--- config.mk ---
export PLATFORM = sky130hd
export DESIGN_NAME = bblur_cfg
export DESIGN_NICKNAME = d
export VERILOG_FILES = /design/src/rtl/bblur_pkg.sv /design/src/rtl/bblur_cfg.sv
export SDC_FILE = /design/constraint.sdc
export NUM_CORES = 1
export LEC_CHECK = 0
export BUFFER_PORTS_ARGS = -buffer_cell sky130_fd_sc_hd__buf_2
export CORE_MARGIN = 4
export CORE_UTILIZATION = 35
export DETAILED_ROUTE_END_ITERATION = 6
export PLACE_DENSITY = 0.69
export SLEW_MARGIN = 0
export SYNTH_ARGS = -nofsm -noshare
export SYNTH_HDL_FRONTEND = slang
export SYNTH_SLANG_ARGS = --single-unit
export TNS_END_PERCENT = 50
--- constraint.sdc ---
create_clock -name clk_i -period 2.6 [get_ports clk_i]
set_input_delay 0.26 -clock clk_i [delete_from_list [all_inputs] [get_ports clk_i]]
set_output_delay 0.26 -clock clk_i [all_outputs]
set_load 0.03 [all_outputs]
--- src/rtl/bblur_pkg.sv ---
package bblur_pkg;

  // Configuration register layout
  localparam int          CFG_W         = 11;
  localparam logic [10:0] CFG_DIM_RESET = 11'd1024;
  localparam logic        REG_WIDTH     = 1'b0;
  localparam logic        REG_HEIGHT    = 1'b1;

  // Queue depths (powers of two, at least 2)
  localparam int HQ_DEPTH = 4;
  localparam int OQ_DEPTH = 8;

  // Horizontal value travelling from front to back (column index kept apart)
  typedef struct packed {
    logic [7:0] hval;
    logic [9:0] row;
    logic       first_row;
    logic       last_row;
    logic       last_col;
  } hinfo_t;

  // One blurred result
  typedef struct packed {
    logic [7:0] pixel;
    logic [9:0] column;
    logic [9:0] row;
    logic       done;
  } res_t;

endpackage

--- src/rtl/bblur_cfg.sv ---
module bblur_cfg #(
  parameter int MAX_WIDTH  = 1024,
  parameter int MAX_HEIGHT = 1024
) (
  input  logic                          clk_i,
  input  logic                          rst_ni,
  input  logic                          psel,
  input  logic                          penable,
  input  logic                          pwrite,
  input  logic [2:0]                    paddr,
  input  logic [31:0]                   pwdata,
  output logic [31:0]                   prdata,
  output logic                          pready,
  output logic [$clog2(MAX_WIDTH)-1:0]  wlast_o,
  output logic [$clog2(MAX_HEIGHT)-1:0] hlast_o,
  output logic                          restart_o
);
  import bblur_pkg::*;

  localparam int CW = $clog2(MAX_WIDTH);
  localparam int RW = $clog2(MAX_HEIGHT);

  logic [CFG_W-1:0] width_q, width_d;
  logic [CFG_W-1:0] height_q, height_d;
  logic             wr_en;

  assign pready    = 1'b1;
  assign wr_en     = psel & penable & pwrite & pready;
  assign restart_o = wr_en;

  always_comb begin
    width_d  = width_q;
    height_d = height_q;
    if (wr_en) begin
      if (paddr[2] == REG_WIDTH) begin
        width_d = pwdata[CFG_W-1:0];
      end else begin
        height_d = pwdata[CFG_W-1:0];
      end
    end
  end

  always_ff @(posedge clk_i or negedge rst_ni) begin
    if (!rst_ni) begin
      width_q  <= CFG_DIM_RESET;
      height_q <= CFG_DIM_RESET;
    end else begin
      width_q  <= width_d;
      height_q <= height_d;
    end
  end

  assign prdata = (paddr[2] == REG_WIDTH) ? 32'(width_q) : 32'(height_q);

  // Last column / row index after clamping to 1..MAX
  always_comb begin
    if (width_q == '0) begin
      wlast_o = '0;
    end else if (32'(width_q) > 32'(MAX_WIDTH)) begin
      wlast_o = CW'(MAX_WIDTH - 1);
    end else begin
      wlast_o = CW'(width_q - 11'd1);
    end
    if (height_q == '0) begin
      hlast_o = '0;
    end else if (32'(height_q) > 32'(MAX_HEIGHT)) begin
      hlast_o = RW'(MAX_HEIGHT - 1);
    end else begin
      hlast_o = RW'(height_q - 11'd1);
    end
  end

endmodule

# Word-level counts from Yosys, hierarchy flattened
# Index checks and enable logic that the tools add are counted.
# classes
mux	5
n_addsub	2
bitwise	3
reduce_logical	4
n_lt_le_gt_ge	2
# ops
op	count
two-way mux 10 bit	4
greater-than comparator 11 bit (second input constant)	2
logical NOT 11 bit	2
subtractor 10 x 1 -> 10 bit (second input constant)	2
two-way mux 11 bit	1
AND reduction 2 bit	2
AND 1 bit	2
inverter 1 bit	1
# totals
out_inout_bits	54
input_bits	40
reg_bits	22

# Longest topological paths before layout
# logic_depth
word_depth	3
mapped_depth	6

# Worst setup path after synthesis
# Ideal clock, no wire load.
# synth_path
path_kind	register to output
from	reg width_q[4]
to	out wlast_o[6]
path_slack_ns	0.294
arrival_ns	2.046
n_path_buf	0
stages_incl_launch_ff	5
required_time_ns	2.340
path_cell_list	dfrtp_1 or3_4 or3b_1 xor2_1 o21ai_0
# synth_between
elab_chain_cells	3
word_cells_on_any_way	5
# synth_rtl
item	line	text
from (decl)	bblur_cfg.sv:23	logic [CFG_W-1:0] width_q, width_d;
from (signal assigned)	bblur_cfg.sv:48	width_q <= width_d;
subtractor 10 x 1 -> 10 bit or greater-than comparator 11 bit (tied branches)	bblur_cfg.sv:62, bblur_cfg.sv:59	
two-way mux 10 bit	bblur_cfg.sv:59	end else if (32'(width_q) > 32'(MAX_WIDTH)) begin
two-way mux 10 bit *	bblur_cfg.sv:57	if (width_q == '0) begin
to (decl)	bblur_cfg.sv:14	output logic [$clog2(MAX_WIDTH)-1:0] wlast_o,
# Mark *: on every way between the ends. The rest lies on a longest branch, timed or not.

# Worst setup path after layout
# layout_path
from	reg width_q[5]
to	out wlast_o[9]
# The elaborated chain is that of the path after synthesis.

==> summary.md <==
| Metric | Value |
|---|---|
| Outcome | `completed` |
| Fmax | `391 MHz` |
| Crit-path max cell delay | `0.49 ns` |
| Initial antenna violation count | `0` |
| Starting Density | `0.368` |
| Async S/R FF share, synth | `1.00` |
| IO buf count | `48` |
| Pre-CTS WS | `0.309 ns` |
| Final Cycle Share | `0.985` |
| Worst path cell trace | `or3_4 -> or3_4 -> or4b_4 -> o211a_1 -> buf_6` |
| VDD IR-drop max | `409 uV` |
| Most frequent cells in the layout | `buf_2, mux2_2, conb_1` |
| # nets final | `255` |
| Kind of critical path | `flop to output pin` |
| WL/cell | `14.1 um` |
| Core ar. | `0.00444 mm^2` |
| Most used cell, CP | `or3_4` |
| Detailed Route WL | `3.72 mm` |
| Sequential area share after synthesis | `0.338` |
| Clk slew on worst S/H paths | `0.08 ns` |
| Row count | `24` |
| CTS tree | `built` |
| Die area | `0.00583 mm^2` |
| Synth warnings | `0` |
| Worst-margin pin slew | `0.562 ns` |
| Routed Antenna Nets | `0` |
| Drt pass-1 iters | `4` |
| Final Hold Viols | `0` |
| Primary FF master, synth | `dfrtp_1` |
| Detailed-route DRC error count | `0` |
| Skew final | `0 ns` |
| Critical path capture point type | `output pin` |
| I/O pins | `94` |
| Via count | `1,281` |
| Synth Register Bits | `22` |
| Root buffer cell | `clkbuf_8` |
| DP HPWL | `2.80 mm` |
| Crit path DAT | `2.30 ns` |
| Vias in the first global route | `1,226` |
| Die W | `76.4 um` |
| Slowest cell on crit path | `or4b_4` |
| First-pass GRT wire length | `5.97 mm` |
| Post-synth EDFFs | `0` |
| Die height | `76.4 um` |
| CTS max path bufs | `2` |
| Pleak | `0.893 nW` |
| Grt total ovfl | `0` |
| CP Buf/Inv Count | `1` |
| Final Util | `0.452` |
| Mapped Area | `0.00164 mm^2` |
| Hold WS | `0.238 ns` |
| Layout cells sized above 1 | `0.486` |
| Critical path launch point type | `flop` |
| Delay-heaviest family, CP | `simple AND/OR/NAND/NOR gates` |
| Required @ worst endpoint | `2.34 ns` |
| H-tree depth | `1` |
| Ant diodes | `0` |
| Post-Syn Area per Cell | `10.2 um^2` |
| Largest net degree at the start of global routing | `23` |
| Cell Pwr Density | `889 mW/mm^2` |
| Synth unique cells | `39` |
| GP Congestion | `0.770` |
| Via density | `4.85` |
| Post-synthesis cell count | `160` |
| Synthesis-to-layout area growth | `22.9%` |
| Slew headroom | `0.626` |
| Final Max Slew Viols | `0` |
| HP Class | `input pin to flop` |
| Clk_lat worst skew | `0.26 ns` |
| CP Max Fanout | `4` |
| Total clock sinks | `22` |
| Final setup viols | `0` |
| CTS buffer count | `3` |
| Overall Global Routing Usage | `0.124` |
| Leading cell type in the layout, fill and taps excluded | `buf_2` |
| Drt initial violations | `13` |
| Fin worst setup slack | `0.0403 ns` |
| Tmin final | `2.56 ns` |
| Maximum capacitance violations | `0` |
## where the power goes
part	internal, W	switching, W
Combinational	0.000345	0.000557
Clock	0.000206	0.000115
Sequential	0.000424	0.000138
Total	0.000975	0.000811
## per-layer routing
layer | wire, um | track usage | share of wire
met4 | 87 | 0.0435 | 0.023
met5 | 0 | 0 | 0
met2 | 1770 | 0.214 | 0.48
met3 | 193 | 0.00827 | 0.052
met1 | 1670 | 0.163 | 0.45
## registers in the layout (all words and copies together) (netlist names)
signal and count:
width_q 11, height_q 11
## worst reg2reg max path, delay by kind of cell, from the launching register on
kind | cells | cell delay [ns]
mux | 1 | 0.26
flops | 1 | 0.44
buf+inv | 1 | 0.14
## path summary, 6_finish.rpt
check | cells past startpoint | start | slack (ns) | end
worst max-delay path | 5 | width_q[5] | 0.04 | wlast_o[9]
worst min-delay path | 2 | pwdata[5] | 0.24 | height_q[5]
worst max register to register | 2 | width_q[5] | 1.65 | width_q[5]
worst min register to register | 1 | width_q[1] | 0.57 | width_q[1]
max in group asynchronous | 2 | rst_ni | 1.74 | width_q[4]
min in group asynchronous | 2 | rst_ni | 0.49 | height_q[5]
## cell families (layout without fill, tap and decap cells)
family | count (synthesis) | in the layout | synth area share
other | 2 | 22 | 0.00459
AND/OR/NAND/NOR | 34 | 34 | 0.145
flip-flops | 22 | 22 | 0.338
buffers and inverters | 29 | 61 | 0.117
XOR/XNOR | 12 | 12 | 0.0643
AO/OA/AOI/OAI | 28 | 28 | 0.103
multiplexers | 31 | 31 | 0.213
adder cells (fa/ha/maj) | 2 | 2 | 0.0153
## through the flow
| step | instances | total power [W] | area [um^2] | setup TNS [ns] |
|---|---|---|---|---|
| floorplan | 180 | 0.00121 | 1710 | 0 |
| CTS | 260 | 0.00174 | 1920 | 0 |
| detailed placement | 255 | 0.00142 | 1840 | 0 |
| global placement | 255 | 0.00141 | 1840 | 0 |
| global route | 264 | 0.00190 | 2010 | -0.00737 |
| finish | 264 | 0.00179 | 2010 | 0 |
## cells in the mapped netlist (2+ instances only)
master	count	share of area
o21a_1	2	0.0092
or3_1	2	0.0076
nor3_1	4	0.012
nand2_1	4	0.0092
o21ai_0	14	0.043
nor2_1	4	0.0092
xnor2_1	10	0.054
dfrtp_1	20	0.31
conb_1	2	0.0046
dfstp_2	2	0.032
or3_4	2	0.014
buf_4	22	0.10
inv_1	4	0.0092
clkbuf_1	3	0.0069
mux2_2	31	0.21
a21oi_1	7	0.021
nand2b_1	3	0.011
xor2_1	2	0.011
ha_1	2	0.015
## layout make-up
type | instances | area [um^2]
Multi-Input combinational cell | 129 | 1020
Sequential cell | 22 | 556
Clock inverter | 1 | 30.0
Clock buffer | 3 | 41.3
Timing Repair Buffer | 53 | 287
Fill cell | 422 | 2430
Tap cell | 52 | 65.1
Inverter | 4 | 15.0
## repair_timing
item / 4_1_cts / 5_1_grt
hold buffers: 1 / 0
resized for setup: 0 / 13
endpoints found under the hold margin: 20 / 0
setup endpoints to repair: 0 / 18
setup buffers: 0 / 4
Power figures use the tool's default switching activity.
