--- src/rtl/bblur_queue.sv ---
module bblur_queue #(
  parameter int Width = 8,
  parameter int Depth = 4
) (
  input  logic             clk_i,
  input  logic             rst_ni,
  input  logic             wr0_en_i,
  input  logic [Width-1:0] wr0_data_i,
  input  logic             wr1_en_i,
  input  logic [Width-1:0] wr1_data_i,
  input  logic             rd_en_i,
  output logic [Width-1:0] rd_data_o,
  output logic             not_empty_o,
  output logic             room2_o
);

  localparam int AW = $clog2(Depth);

  logic [Width-1:0] mem_q [Depth];
  logic [AW-1:0]    wr_ptr_q, wr_ptr_d, rd_ptr_q, rd_ptr_d, wr_ptr1;
  logic [AW:0]      cnt_q, cnt_d;

  assign wr_ptr1  = wr_ptr_q + AW'(1);
  assign wr_ptr_d = wr_ptr_q + AW'(wr0_en_i) + AW'(wr1_en_i);
  assign rd_ptr_d = rd_ptr_q + AW'(rd_en_i);
  assign cnt_d    = cnt_q + (AW+1)'(wr0_en_i) + (AW+1)'(wr1_en_i) - (AW+1)'(rd_en_i);

  assign rd_data_o   = mem_q[rd_ptr_q];
  assign not_empty_o = (cnt_q != '0);
  assign room2_o     = (cnt_q <= (AW+1)'(Depth - 2));

  always_ff @(posedge clk_i) begin
    if (wr0_en_i) begin
      mem_q[wr_ptr_q] <= wr0_data_i;
    end
    if (wr1_en_i) begin
      mem_q[wr_ptr1] <= wr1_data_i;
    end
  end

  always_ff @(posedge clk_i or negedge rst_ni) begin
    if (!rst_ni) begin
      wr_ptr_q <= '0;
      rd_ptr_q <= '0;
      cnt_q    <= '0;
    end else begin
      wr_ptr_q <= wr_ptr_d;
      rd_ptr_q <= rd_ptr_d;
      cnt_q    <= cnt_d;
    end
  end

  a_cnt_bound: assert property (@(posedge clk_i) disable iff (!rst_ni)
    cnt_q <= (AW+1)'(Depth))
    else $error("queue count out of range");

  a_wr_order: assert property (@(posedge clk_i) disable iff (!rst_ni)
    wr1_en_i |-> wr0_en_i)
    else $error("second write slot used without first");

  a_wr_room: assert property (@(posedge clk_i) disable iff (!rst_ni)
    wr0_en_i |-> room2_o)
    else $error("write into queue without room");

endmodule

--- config.mk ---
export PLATFORM = sky130hd
export DESIGN_NAME = bblur_queue
export DESIGN_NICKNAME = d
export VERILOG_FILES = /design/src/rtl/bblur_queue.sv
export SDC_FILE = /design/constraint.sdc
export NUM_CORES = 1
export LEC_CHECK = 0
export ABC_AREA = 1
export ABC_CLOCK_PERIOD_IN_PS = 3000
export BUFFER_PORTS_ARGS = -buffer_cell sky130_fd_sc_hd__buf_2
export CORE_ASPECT_RATIO = 0.75
export CORE_MARGIN = 3
export CORE_UTILIZATION = 45
export CTS_CLUSTER_DIAMETER = 150
export CTS_CLUSTER_SIZE = 8
export DETAILED_ROUTE_END_ITERATION = 6
export SETUP_SLACK_MARGIN = 0.5
export SLEW_MARGIN = 30
export SYNTH_ARGS = -nofsm -noshare
export SYNTH_HDL_FRONTEND = slang
export SYNTH_SLANG_ARGS = --single-unit
--- constraint.sdc ---
create_clock -name clk_i -period 3 [get_ports clk_i]
set_clock_uncertainty 0.2 [all_clocks]
set_input_delay 0.45 -clock clk_i [delete_from_list [all_inputs] [get_ports clk_i]]
set_output_delay 0.45 -clock clk_i [all_outputs]
set_load 0.01 [all_outputs]
Word-level counts from Yosys, hierarchy flattened

Memory sizes are Yosys's and may differ from the RTL's.
Index checks and enable logic that the tools add are counted.

Bits in registers: 7
Bits in writable memories: 32
Memories: 1

Memories:

| memory | depth | bits a word | read ports | clocked after Yosys merged registers in | wr ports | RTL line | source |
|---|---|---|---|---|---|---|---|
| mem_q  | 4     | 8           | 1          | 0                                       | 2        | 19       | `logic [Width-1:0] mem_q [Depth];` |

$add $sub $neg: 7
Magnitude comparators: 1
Multiplexer cells: 4
Reduce and logical (&&, ||, !) cells: 1

Operator list:

| operator              | count |
|---|---|
| $add A2 B1 Y2         | 3 |
| $add A3 B1 Y3         | 2 |
| $mux W1               | 4 |
| $le A3 B2 Y1 const B  | 1 |
| $reduce_bool A3 Y1    | 1 |
| $sub A3 B1 Y3         | 1 |
| $add A2 B1 Y2 const B | 1 |

Depth between registers and ports, before layout

Word-level depth: 3
Mapped depth: 8
Mapped depth without buffers: 6

Worst setup path before layout

OpenSTA, ideal clock, no wires.

Path type: input-to-reg
Start point: input port wr1_en_i
End point: register cnt_q[2]
Setup time: 0.123 ns
Arrival time: 1.894 ns
Data required time: 2.677 ns
Path slack: 0.784 ns
Stages on the path: 8
Path buffers: 2
Cells stage by stage: buf_6 > buf_6 > inv_1 > ha_1 > inv_1 > fa_1 > fa_1 > xnor2_1

Longest elaborated chain between the ends: 2

RTL lines:

| item                 | RTL line | source |
|---|---|---|
| start, declared      | 9        | `input logic wr1_en_i,` |
| $add A3 B1 Y3        | 26       | `assign cnt_d = cnt_q + (AW+1)'(wr0_en_i) + (AW+1)'(wr1_en_i) - (AW+1)'(rd_en_i);` |
| $sub A3 B1 Y3        | 26       |  |
| named net cnt_d[2]   | 21       | `logic [AW:0] cnt_q, cnt_d;` |
| end signal, assigned | 49       | `cnt_q <= cnt_d;` |
| end, declared        | 21       |  |

The timed path passes the listed nets, and every way through them passes these cells.

Worst setup path after layout

Start point: register rd_ptr_q[0]
End point: output port rd_data_o[1]

Longest elaborated chain between the ends: 1

RTL lines:

| item                   | RTL line | source |
|---|---|---|
| start, declared        | 20       | `logic [AW-1:0] wr_ptr_q, wr_ptr_d, rd_ptr_q, rd_ptr_d, wr_ptr1;` |
| start signal, assigned | 48       | `rd_ptr_q <= rd_ptr_d;` |
| $mem_v2 Z4 W8          | n/a      |  |
| end, declared          | 12       | `output logic [Width-1:0] rd_data_o,` |

No other way between the ends.

==> out/metrics.csv <==
stage,metric,value,unit
clock_tree,clk_latency,0.29,ns
floorplanning,die_h,68.2,µm
synth,yosysMostFrequentCell,nand2_1,
synth,yosysWarnings,0,
synth,synth_edf_count,32,
clock_tree,cts_buffers,5,
clock_tree,cts.sinks,39,
sta,max_slew_margin,0.526,
floorplanning,start_util,0.493,
final_layout,drive_gt1_frac,0.184,
worst_setup_path,worst_path_most_repeated_cell,nand2_1,
clock_tree,htree_levels,2,
synth,netlist.top_cell.by_area,edfxtp_1,
synth,synth_area_leaders,"edfxtp_1 41%, nand2_1 16%, inv_1 7.6%, dfrtp_1 7.5%, nand3_1 6.0%",
routing,viasPerCell,5.06,
worst_setup_path,critPathSlowestCell,dfrtp_1,
grt,grt_first_pass_wirelength,8590,µm
worst_setup_path,cp_cell_sequence,buf_4 > inv_2 > nand2_1 > nand3_1 > nand2_1 > buf_2,
run_status,status,"finished, final reports clean",
grt,grt_use_total,0.197,
power_and_ir_drop,vdd_drop_max,460,µV
floorplanning,dieArea,6060,µm²
routing,antenna_left,0,
synth,synth_common_cells,"102 x nand2_1, 47 x inv_1, 32 x edfxtp_1",
power_and_ir_drop,powerDensity,937,nW/µm²
worst_setup_path,path_max_fanout,18,
synth,syn-num-nets,297,
routing,vias,1803,
worst_setup_path,worstPathRequired,2.35,ns
sta,slew_violations,0,
grt,antenna_found_initial,0,
sta,finalSetupTns,0,ns
sta,fin_ws,0.872,ns
synth,synth_seq_cells,39,
floorplanning,pin_count,31,
flow_run,drv_cap,0,
synth,syn_inst,270,
clock_tree,clk_pin_slew_worst_paths,0.08,ns
worst_setup_path,end_kind,output pin,
final_layout,area_delta_synth_final,9.60,%
final_layout,final_nets,325,
clock_tree,cts_resized,0,
synth,synth_top_area_frac,0.414,
clock_tree,cts_root_buf,clkbuf_8,
grt,grt_pass1_vias,1642,
floorplanning,rows,21,
floorplanning,fp.dieW,88.9,µm
sta,tightestPinTransition,0.711,ns
floorplanning,core_area,4700,µm²
final_layout,fin_util,0.541,
routing,wire_per_inst,14.7,µm
clock_tree,cts_buffer_depth,2,
grt,grt_max_degree,30,
worst_setup_path,arrival,1.48,ns
sta,fin_crit_sh,0.709,
synth,synthDistinctLibCells,20,
clock_tree,cts_tree,yes,
clock_tree,cts_setup_buffers,0,
worst_setup_path,crit_path_max_incr_delay,0.36,ns
grt,overflow,0,
clock_tree,hold_buffers,1,
synth,synth.cell_area,2320,µm²
sta,fin_crit,2.13,ns
sta,setup_viol,0,
routing,postRouteWirelength,5230,µm
placement,gp_congestion,0.828,
hold_path,holdCritPathClass,in2reg,
sta,hold_violations,0,
routing,dr.pass1.iters,4,
placement,dp_slack,0.886,ns
placement,port_buffers,30,
synth,async_reset_ff_frac,0.179,
placement,dp_hpwl,3980,µm
final_layout,n_antenna_cell,0,
synth,synth-seq-area-share,0.489,
routing,drcViolationCount,0,
final_layout,num-fill-cells,458,
routing,drtIter0Drc,114,
worst_setup_path,worstSetupPathType,reg2out,
worst_setup_path,cp-start-kind,flop,
synth,synth_flop_cell,edfxtp_1,
synth,synth_area_per_cell,8.60,µm²
sta,rsz0062_at_grt,no,
power_and_ir_drop,leakagePower,1.31,nW
sta,fmax,0.470,GHz
[worst max-delay path: cells and delay by family, from the launching register on]
| kind | cells | cell delay (ns) |
|---|---|---|
| flops | 1 | 0.36 |
| buf+inv | 3 | 0.55 |
| simple gates | 3 | 0.26 |
[path summary, 6_finish.rpt]
path / start / to / slack, ns / cells after the start
min reg2reg: cnt_q[0] / cnt_q[0] / 0.40 / 1
min in group asynchronous: rst_ni / cnt_q[0] / 0.33 / 2
max in group asynchronous: rst_ni / rd_ptr_q[1] / 2.11 / 2
min: rd_en_i / rd_ptr_q[0] / 0.22 / 2
max reg2reg: wr_ptr_q[1] / mem_q[0][2] / 0.91 / 2
max: rd_ptr_q[0] / rd_data_o[1] / 0.87 / 6
[power by group]
group          total (mW)  switching, mW  internal, mW
clock network       0.351          0.188         0.163
logic                1.02          0.668         0.347
registers            1.02          0.168         0.849
total                2.38           1.02          1.36
[cell families after synthesis]
group,Yosys count,share of synthesized area
AND/OR/NAND/NOR,151,0.296
buffers and inverters,62,0.128
flip-flops,39,0.489
AO/OA/AOI/OAI,9,0.0334
adder cells (fa/ha/maj),6,0.0421
XOR/XNOR,3,0.0113
[layout by cell type, fill, tap and decap left out, types with 2 or more instances in the layout]
cell type  Yosys  final
nand4_1       16     16
dfrtp_1        7      7
fa_1           3      3
edfxtp_1      32     32
nand3_2        2      2
inv_2          3      3
clkbuf_8       0      5
nand3_1       28     28
buf_2          3     30
buf_4          2      2
inv_1         47     47
xor2_1         2      2
o21ai_2        8      8
ha_1           3      3
nand2_1      102    102
[per-layer routing]
layer  part of all wire  track usage
met1               0.50        0.296
met2               0.44        0.289
met3              0.053       0.0289
met4              0.015       0.0679
met5                  0            0
[registers in the layout, indices dropped and copies added (netlist names)]
name      count
cnt_q         3
mem_q        32
rd_ptr_q      2
wr_ptr_q      2
[metrics by stage]
step / power, mW / cells / hold WS [ns] / instance area (µm²)
after global placement: 2.02 / 347 / 0.0975 / 2450
final: 2.38 / 356 / 0.223 / 2540
after CTS: 2.40 / 356 / 0.219 / 2540
after global routing: 2.58 / 356 / 0.232 / 2540
after detailed placement: 2.05 / 347 / 0.0991 / 2450
after floorplan: 1.77 / 270 / -0.0456 / 2320
[area by class of cell]
cell class / count / area (µm²) / share of cell area
Clock buffer: 6 / 72.6 / 0.0285
Clock inverter: 2 / 12.5 / 0.00492
Inverter: 50 / 188 / 0.0738
Multi-Input combinational cell: 169 / 888 / 0.349
Sequential cell: 39 / 1140 / 0.447
Tap cell: 57 / 71.3 / 0.0280
Timing Repair Buffer: 33 / 175 / 0.0689
Note: power is estimated with default switching activity, not from simulation.
