--- src/rtl/bblur_pkg.sv ---
package bblur_pkg;

  // Configuration register layout
  localparam int          CFG_W         = 11;
  localparam logic [10:0] CFG_DIM_RESET = 11'd1024;
  localparam logic        REG_WIDTH     = 1'b0;
  localparam logic        REG_HEIGHT    = 1'b1;

  // Queue depths (powers of two, at least 2)
  localparam int HQ_DEPTH = 4;
  localparam int OQ_DEPTH = 8;

  // Horizontal value travelling from front to back (column index kept apart)
  typedef struct packed {
    logic [7:0] hval;
    logic [9:0] row;
    logic       first_row;
    logic       last_row;
    logic       last_col;
  } hinfo_t;

  // One blurred result
  typedef struct packed {
    logic [7:0] pixel;
    logic [9:0] column;
    logic [9:0] row;
    logic       done;
  } res_t;

endpackage

--- src/rtl/bblur_front.sv ---
module bblur_front #(
  parameter int MAX_WIDTH  = 1024,
  parameter int MAX_HEIGHT = 1024
) (
  input  logic                                           clk_i,
  input  logic                                           rst_ni,
  input  logic [$clog2(MAX_WIDTH)-1:0]                   wlast_i,
  input  logic [$clog2(MAX_HEIGHT)-1:0]                  hlast_i,
  input  logic                                           restart_i,
  input  logic                                           accept_i,
  input  logic [7:0]                                     pixel_i,
  output logic                                           wr0_en_o,
  output logic [$bits(bblur_pkg::hinfo_t)+$clog2(MAX_WIDTH)-1:0] wr0_data_o,
  output logic                                           wr1_en_o,
  output logic [$bits(bblur_pkg::hinfo_t)+$clog2(MAX_WIDTH)-1:0] wr1_data_o
);
  import bblur_pkg::*;

  localparam int CW = $clog2(MAX_WIDTH);
  localparam int RW = $clog2(MAX_HEIGHT);

  logic [7:0]    prev_q, prev_d;
  logic [8:0]    pps_q, pps_d;      // p[x-2] + p[x-1]
  logic [CW-1:0] col_q, col_d;
  logic [RW-1:0] row_q, row_d;

  logic [8:0]    nsum;
  logic [9:0]    sum3;
  logic          col_first, col_last, row_last;
  logic          a_vld, b_vld;
  hinfo_t        a_info, b_info;

  assign nsum      = 9'(prev_q) + 9'(pixel_i);
  assign sum3      = 10'(pps_q) + 10'(nsum);
  assign col_first = (col_q == '0);
  assign col_last  = (col_q == wlast_i);
  assign row_last  = (row_q == hlast_i);

  // Item A: horizontal value of the previous column; item B: last column passes through
  assign a_vld = accept_i & ~col_first;
  assign b_vld = accept_i & col_last;

  always_comb begin
    a_info.hval      = sum3[9:2];
    a_info.row       = 10'(row_q);
    a_info.first_row = (row_q == '0);
    a_info.last_row  = row_last;
    a_info.last_col  = 1'b0;
    b_info           = a_info;
    b_info.hval      = pixel_i;
    b_info.last_col  = 1'b1;
  end

  assign wr0_en_o   = a_vld | b_vld;
  assign wr0_data_o = a_vld ? {a_info, CW'(col_q - CW'(1))} : {b_info, col_q};
  assign wr1_en_o   = a_vld & b_vld;
  assign wr1_data_o = {b_info, col_q};

  always_comb begin
    prev_d = prev_q;
    pps_d  = pps_q;
    col_d  = col_q;
    row_d  = row_q;
    if (accept_i) begin
      prev_d = pixel_i;
      pps_d  = col_first ? {pixel_i, 1'b0} : nsum;
      if (col_last) begin
        col_d = '0;
        row_d = row_last ? '0 : row_q + RW'(1);
      end else begin
        col_d = col_q + CW'(1);
      end
    end
    if (restart_i) begin
      col_d = '0;
      row_d = '0;
    end
  end

  always_ff @(posedge clk_i or negedge rst_ni) begin
    if (!rst_ni) begin
      prev_q <= '0;
      pps_q  <= '0;
      col_q  <= '0;
      row_q  <= '0;
    end else begin
      prev_q <= prev_d;
      pps_q  <= pps_d;
      col_q  <= col_d;
      row_q  <= row_d;
    end
  end

endmodule

--- config.mk ---
export PLATFORM = sky130hd
export DESIGN_NAME = bblur_front
export DESIGN_NICKNAME = d
export VERILOG_FILES = /design/src/rtl/bblur_pkg.sv /design/src/rtl/bblur_front.sv
export SDC_FILE = /design/constraint.sdc
export NUM_CORES = 1
export LEC_CHECK = 0
export BUFFER_PORTS_ARGS = -buffer_cell sky130_fd_sc_hd__clkbuf_2
export CAP_MARGIN = 20
export CELL_PAD_IN_SITES_DETAIL_PLACEMENT = 0
export CELL_PAD_IN_SITES_GLOBAL_PLACEMENT = 2
export CORE_MARGIN = 5
export CORE_UTILIZATION = 27
export DETAILED_ROUTE_END_ITERATION = 16
export MAX_ROUTING_LAYER = met4
export PLACE_DENSITY_LB_ADDON = 0.05
export SLEW_MARGIN = 20
export SYNTH_ARGS = -nofsm -noshare
export SYNTH_HDL_FRONTEND = slang
export SYNTH_SLANG_ARGS = --single-unit
--- constraint.sdc ---
create_clock -name clk_i -period 3.4 [get_ports clk_i]
set_clock_uncertainty 0.2 [all_clocks]
set_input_delay 0.17 -clock clk_i [delete_from_list [all_inputs] [get_ports clk_i]]
set_output_delay 0.17 -clock clk_i [all_outputs]
set_load 0.01 [all_outputs]
# After elaboration in Yosys (flattened, before gate mapping)
# Index checks and enable logic that the tools add are counted.
dict set report totals {
  reg_bits 37
  input_bits 32
}
dict set report classes {
  add_sub_neg 5
  n_eq_ne 2
  muxes 9
  bitwise_logic 5
  n_reduce_logical 5
}
# cell n
set ops {}
lappend ops {{$mux W10} 7}
lappend ops {{$mux W31} 1}
lappend ops {{$add A10 B1 Y10 const B} 2}
lappend ops {{$eq A10 B10 Y1} 2}
lappend ops {{$logic_not A10 Y1} 2}
lappend ops {{$add A9 B9 Y10} 1}
lappend ops {{$sub A10 B1 Y10 const B} 1}
lappend ops {{$add A8 B8 Y9} 1}
lappend ops {{$mux W9} 1}
lappend ops {{$reduce_bool A2 Y1} 2}
lappend ops {{$and A1 B1 Y1} 3}
lappend ops {{$reduce_and A2 Y1} 1}
lappend ops {{$not A1 Y1} 1}
lappend ops {{$or A1 B1 Y1} 1}

# Depth between registers and ports, before layout
dict set report depth {
  word_depth 5
  mapped_depth 12
  mapped_depth_nobuf 12
}

# Worst setup path before layout
# OpenSTA, ideal clock, no wires.
dict set report synth_timing {
  path_kind {register -> output}
  startpoint {register prev_q[0]}
  endpoint {output port wr0_data_o[29] (netlist name)}
  arrival_ns 3.036
  path_slack_ns -0.006
  stages_incl_launch_ff 13
  n_path_buf 0
  path_cell_list {dfrtp_1 -> ha_1 -> fa_1 -> a211oi_1 -> nor2_1 -> o311a_1 -> a21oi_1 -> ha_1 -> inv_1 -> a21oi_1 -> a2bb2oi_1 -> or4b_2 -> nand3_1}
}
dict set report synth_between {
  elab_chain_len 3
}
# item line_no
set synth_lines {}
lappend synth_lines {{from (decl)} bblur_front.sv:22} ;# logic [7:0] prev_q, prev_d;
lappend synth_lines {{from (signal assigned)} bblur_front.sv:87} ;# prev_q <= prev_d;
lappend synth_lines {{$add A8 B8 Y9} bblur_front.sv:33} ;# assign nsum = 9'(prev_q) + 9'(pixel_i);
lappend synth_lines {{$add A9 B9 Y10} bblur_front.sv:34} ;# assign sum3 = 10'(pps_q) + 10'(nsum);
lappend synth_lines {{$mux W31} bblur_front.sv:55} ;# assign wr0_data_o = a_vld ? {a_info, CW'(col_q - CW'(1))} : {b_info, col_q};
lappend synth_lines {{to (decl)} bblur_front.sv:13} ;# output logic [$bits(bblur_pkg::hinfo_t)+$clog2(MAX_WIDTH)-1:0] wr0_data_o,
# No other way between the ends.

# Worst setup path in the final report
# Same ends and word-level chain as after synthesis.

==> metrics.cfg <==
[status]
status=finished, violations left
violations=negative setup slack

[timing]
final.setup.worst_slack_ns=-0.263
post-route-period-util=1.08
hold_viol=0
fin_crit_ns=3.66
slew_viol_final=0
tightestPinTransition_ns=0.680
fin_tns_setup_ns=-0.738
finalSetupViolCount=4
rsz0062_at_grt=true
max-slew-margin-rel=0.547
fmax_ghz=0.273

[pwr]
irDropWorstVdd_v=0.000240
power_leakage_nw=2.14
power_density_nw_per_um2=451
p_total_mw=1.91

[detailed_routing]
wl_per_cell_um=16.2
firstDrtPassIters=4
vias=2953
drt.antenna.violating_nets=0
first_iter_violations=177
vias_per_cell=4.86
drt-total-wl_mm=9.82
drc_errors=0

[floorplanning]
initial_utilization=0.277
rows=39
core_sq_um=11500
fp.dieH_um=118
io_pins=96
dieWidth_um=118
dieArea_sq_um=14000

[worst_setup_path]
cp_num_buf_inv=3
worstPathCellList=ha_4, fa_2, a211oi_2, nor2_2, o311a_1, buf_4, o22a_1, ha_1, buf_6, nor4b_2, a211oi_2, nand3_2, buf_6
startpoint=prev_q[0]$_DFFE_PN0P_
path_class=reg -> out
crit_required_ns=3.03
r2r-start=prev_q[0]$_DFFE_PN0P_
cp_top_family=compound AO/OA/AOI/OAI gates
endpoint_kind=output pin
critPathArrivalTime_ns=3.29
cp-start-kind=flip-flop
slowest_stage=dfrtp_1
slowest_delay_ns=0.41
critPathMaxFanout=4

[clock_network]
clk_pin_slew_ns=0.06
cts_tree=built
clk_latency_ns=0.28
cts-htree-levels=2
clkSinkCount=37
clockBufferDepth=2
cts_inserted_buffers=5
root_buffer=clkbuf_16

[finish]
finalNetCount=517
finalNonFillerCells=607
nFillCells=1189
fin_util=0.370
num_antenna_cells=0
syn_to_final_growth_pct=33.7
stdcell_area_sq_um=4240
layout-drive-gt1-share=0.403
regArea_sq_um=926
multi_input_area_sq_um=2030

[yosys]
synth.net_count=413
syn_inst=359
syn_avg_cell_area_sq_um=8.84
synth_edf_count=0
synth_warnings=0
seq_area_frac_synth=0.292
async_flop_share=1.00
synth-main-ff-cell=dfrtp_1
ys_ff_latch=37
synthDistinctLibCells=63
syn_area_sq_um=3170

[global_routing]
grt_antenna_before_repair=0
grt-busiest-layer=met2
grtUsageMet2=0.222
grt-ovfl-total=0
grt_pass1_wl_mm=16.0
grt_max_degree=34
grt_pass1_vias=3047
grtUsageMet1=0.192
grt_usage=0.143
use_met3=0.0277

[job]
maxCapViolCount=0

[place]
dp.cells=586
dp_hpwl_mm=7.17
gp_congestion=0.727
port_buffers=94
dpl-instance-area_sq_um=3830

[hold_path]
hold_path_class=in -> reg
hold_start=pixel_i[5]

[final timing paths]
| path | to | slack, ns | depth (start not counted) |
|---|---|---|---|
| max | wr0_data_o[29] | -0.26 | 13 |
| min | prev_q[5]$_DFFE_PN0P_ | 0.0009 | 2 |
| max reg2reg | pps_q[6]$_DFFE_PN0P_ | 0.72 | 12 |
| min reg2reg | pps_q[2]$_DFFE_PN0P_ | 0.31 | 2 |
| max in group asynchronous | col_q[6]$_DFFE_PN0P_ | 2.22 | 3 |
| min in group asynchronous | prev_q[0]$_DFFE_PN0P_ | 0.26 | 2 |
[where the power goes]
group          internal, mW  switching [mW]  total, mW
clock                 0.367           0.199      0.566
sequential            0.471          0.0216      0.493
combinational         0.441           0.414      0.855
[what timing repair did]
item                                   in CTS  in global routing
resized for setup                          26                 11
buffers inserted                            7                  5
pin swaps                                  14                 17
setup endpoints to repair                   5                  5
hold buffers                                1                  0
endpoints found under the hold margin      20                  0
cloned                                      0                  0
[state kept, by name (all words and copies together), names as in the netlist]
register  cells
pps_q         9
prev_q        8
col_q        10
row_q        10
[cells in the final DEF (no fill, tap or decap), drive strengths merged, types with 2 or more instances in the layout]
| cell type | instances |
|---|---|
| clkbuf | 96 |
| buf | 50 |
| dfrtp | 37 |
| xor2 | 26 |
| nand2 | 21 |
| nor2 | 21 |
| ha | 21 |
| a21oi | 18 |
| xnor2 | 16 |
| inv | 15 |
| o21ai | 15 |
| and3 | 14 |
| nor4 | 10 |
| nor3 | 10 |
| mux2 | 8 |
| o31ai | 7 |
| nand3 | 7 |
| o2bb2ai | 6 |
| nand4 | 5 |
| or3 | 5 |
| nand2b | 5 |
| mux2i | 5 |
| a21o | 4 |
| a211oi | 3 |
| or2 | 3 |
| or4b | 3 |
| a221oi | 2 |
| and4 | 2 |
| o31a | 2 |
| o22ai | 2 |
| or4 | 2 |
[cells in the mapped netlist (all sizes together) (2+ instances only)]
library cell	count	share of area
and4	2	0.0055
o31a	2	0.0055
buf	34	0.077
o31ai	7	0.017
nor2	21	0.025
clkbuf	10	0.012
nand4	5	0.0099
nand3	7	0.011
mux2	8	0.028
or4b	3	0.0095
ha	21	0.083
nor4	10	0.022
a211oi	3	0.0071
and3	14	0.028
o22ai	2	0.0039
xnor2	16	0.044
xor2	26	0.072
or2	3	0.0059
dfrtp	37	0.29
nand2	21	0.025
or3	5	0.0099
o2bb2ai	6	0.017
a21oi	18	0.028
or4	2	0.0059
a21o	4	0.0095
mux2i	5	0.016
nand2b	5	0.0099
a221oi	2	0.0055
inv	15	0.018
nor3	10	0.019
o21ai	15	0.024
[per-layer routing]
metal | routed length [um] | vias up
met5 | 0 | -
met4 | 86 | 0
met3 | 399 | 5
met2 | 4490 | 70
met1 | 4840 | 1412
li1 | - | 1466
[per-stage QoR]
step | hold slack, ns | worst slack, ns
floorplan | -0.326 | 0.00849
global placement | 0.226 | -0.232
detailed placement | 0.0434 | -0.256
CTS | 0.00417 | -0.309
global route | 0.0238 | -0.365
finish | 0.000891 | -0.263
[cell families after synthesis]
group / count (synthesis) / share of synthesized area
simple gates: 112 / 0.196
compound gates: 72 / 0.154
buf+inv: 60 / 0.108
xor+xnor: 42 / 0.116
flops: 37 / 0.292
fa+ha+maj: 22 / 0.0891
mux: 13 / 0.0441
other cells: 1 / 0.00118
[layout make-up]
type,count,share of cell area
Clock buffer,6,0.0327
Clock inverter,2,0.00884
Inverter,16,0.0147
Multi-Input combinational cell,262,0.479
Sequential cell,37,0.218
Tap cell,143,0.0422
Timing Repair Buffer,141,0.204
Note: power is estimated with default switching activity, not from simulation.
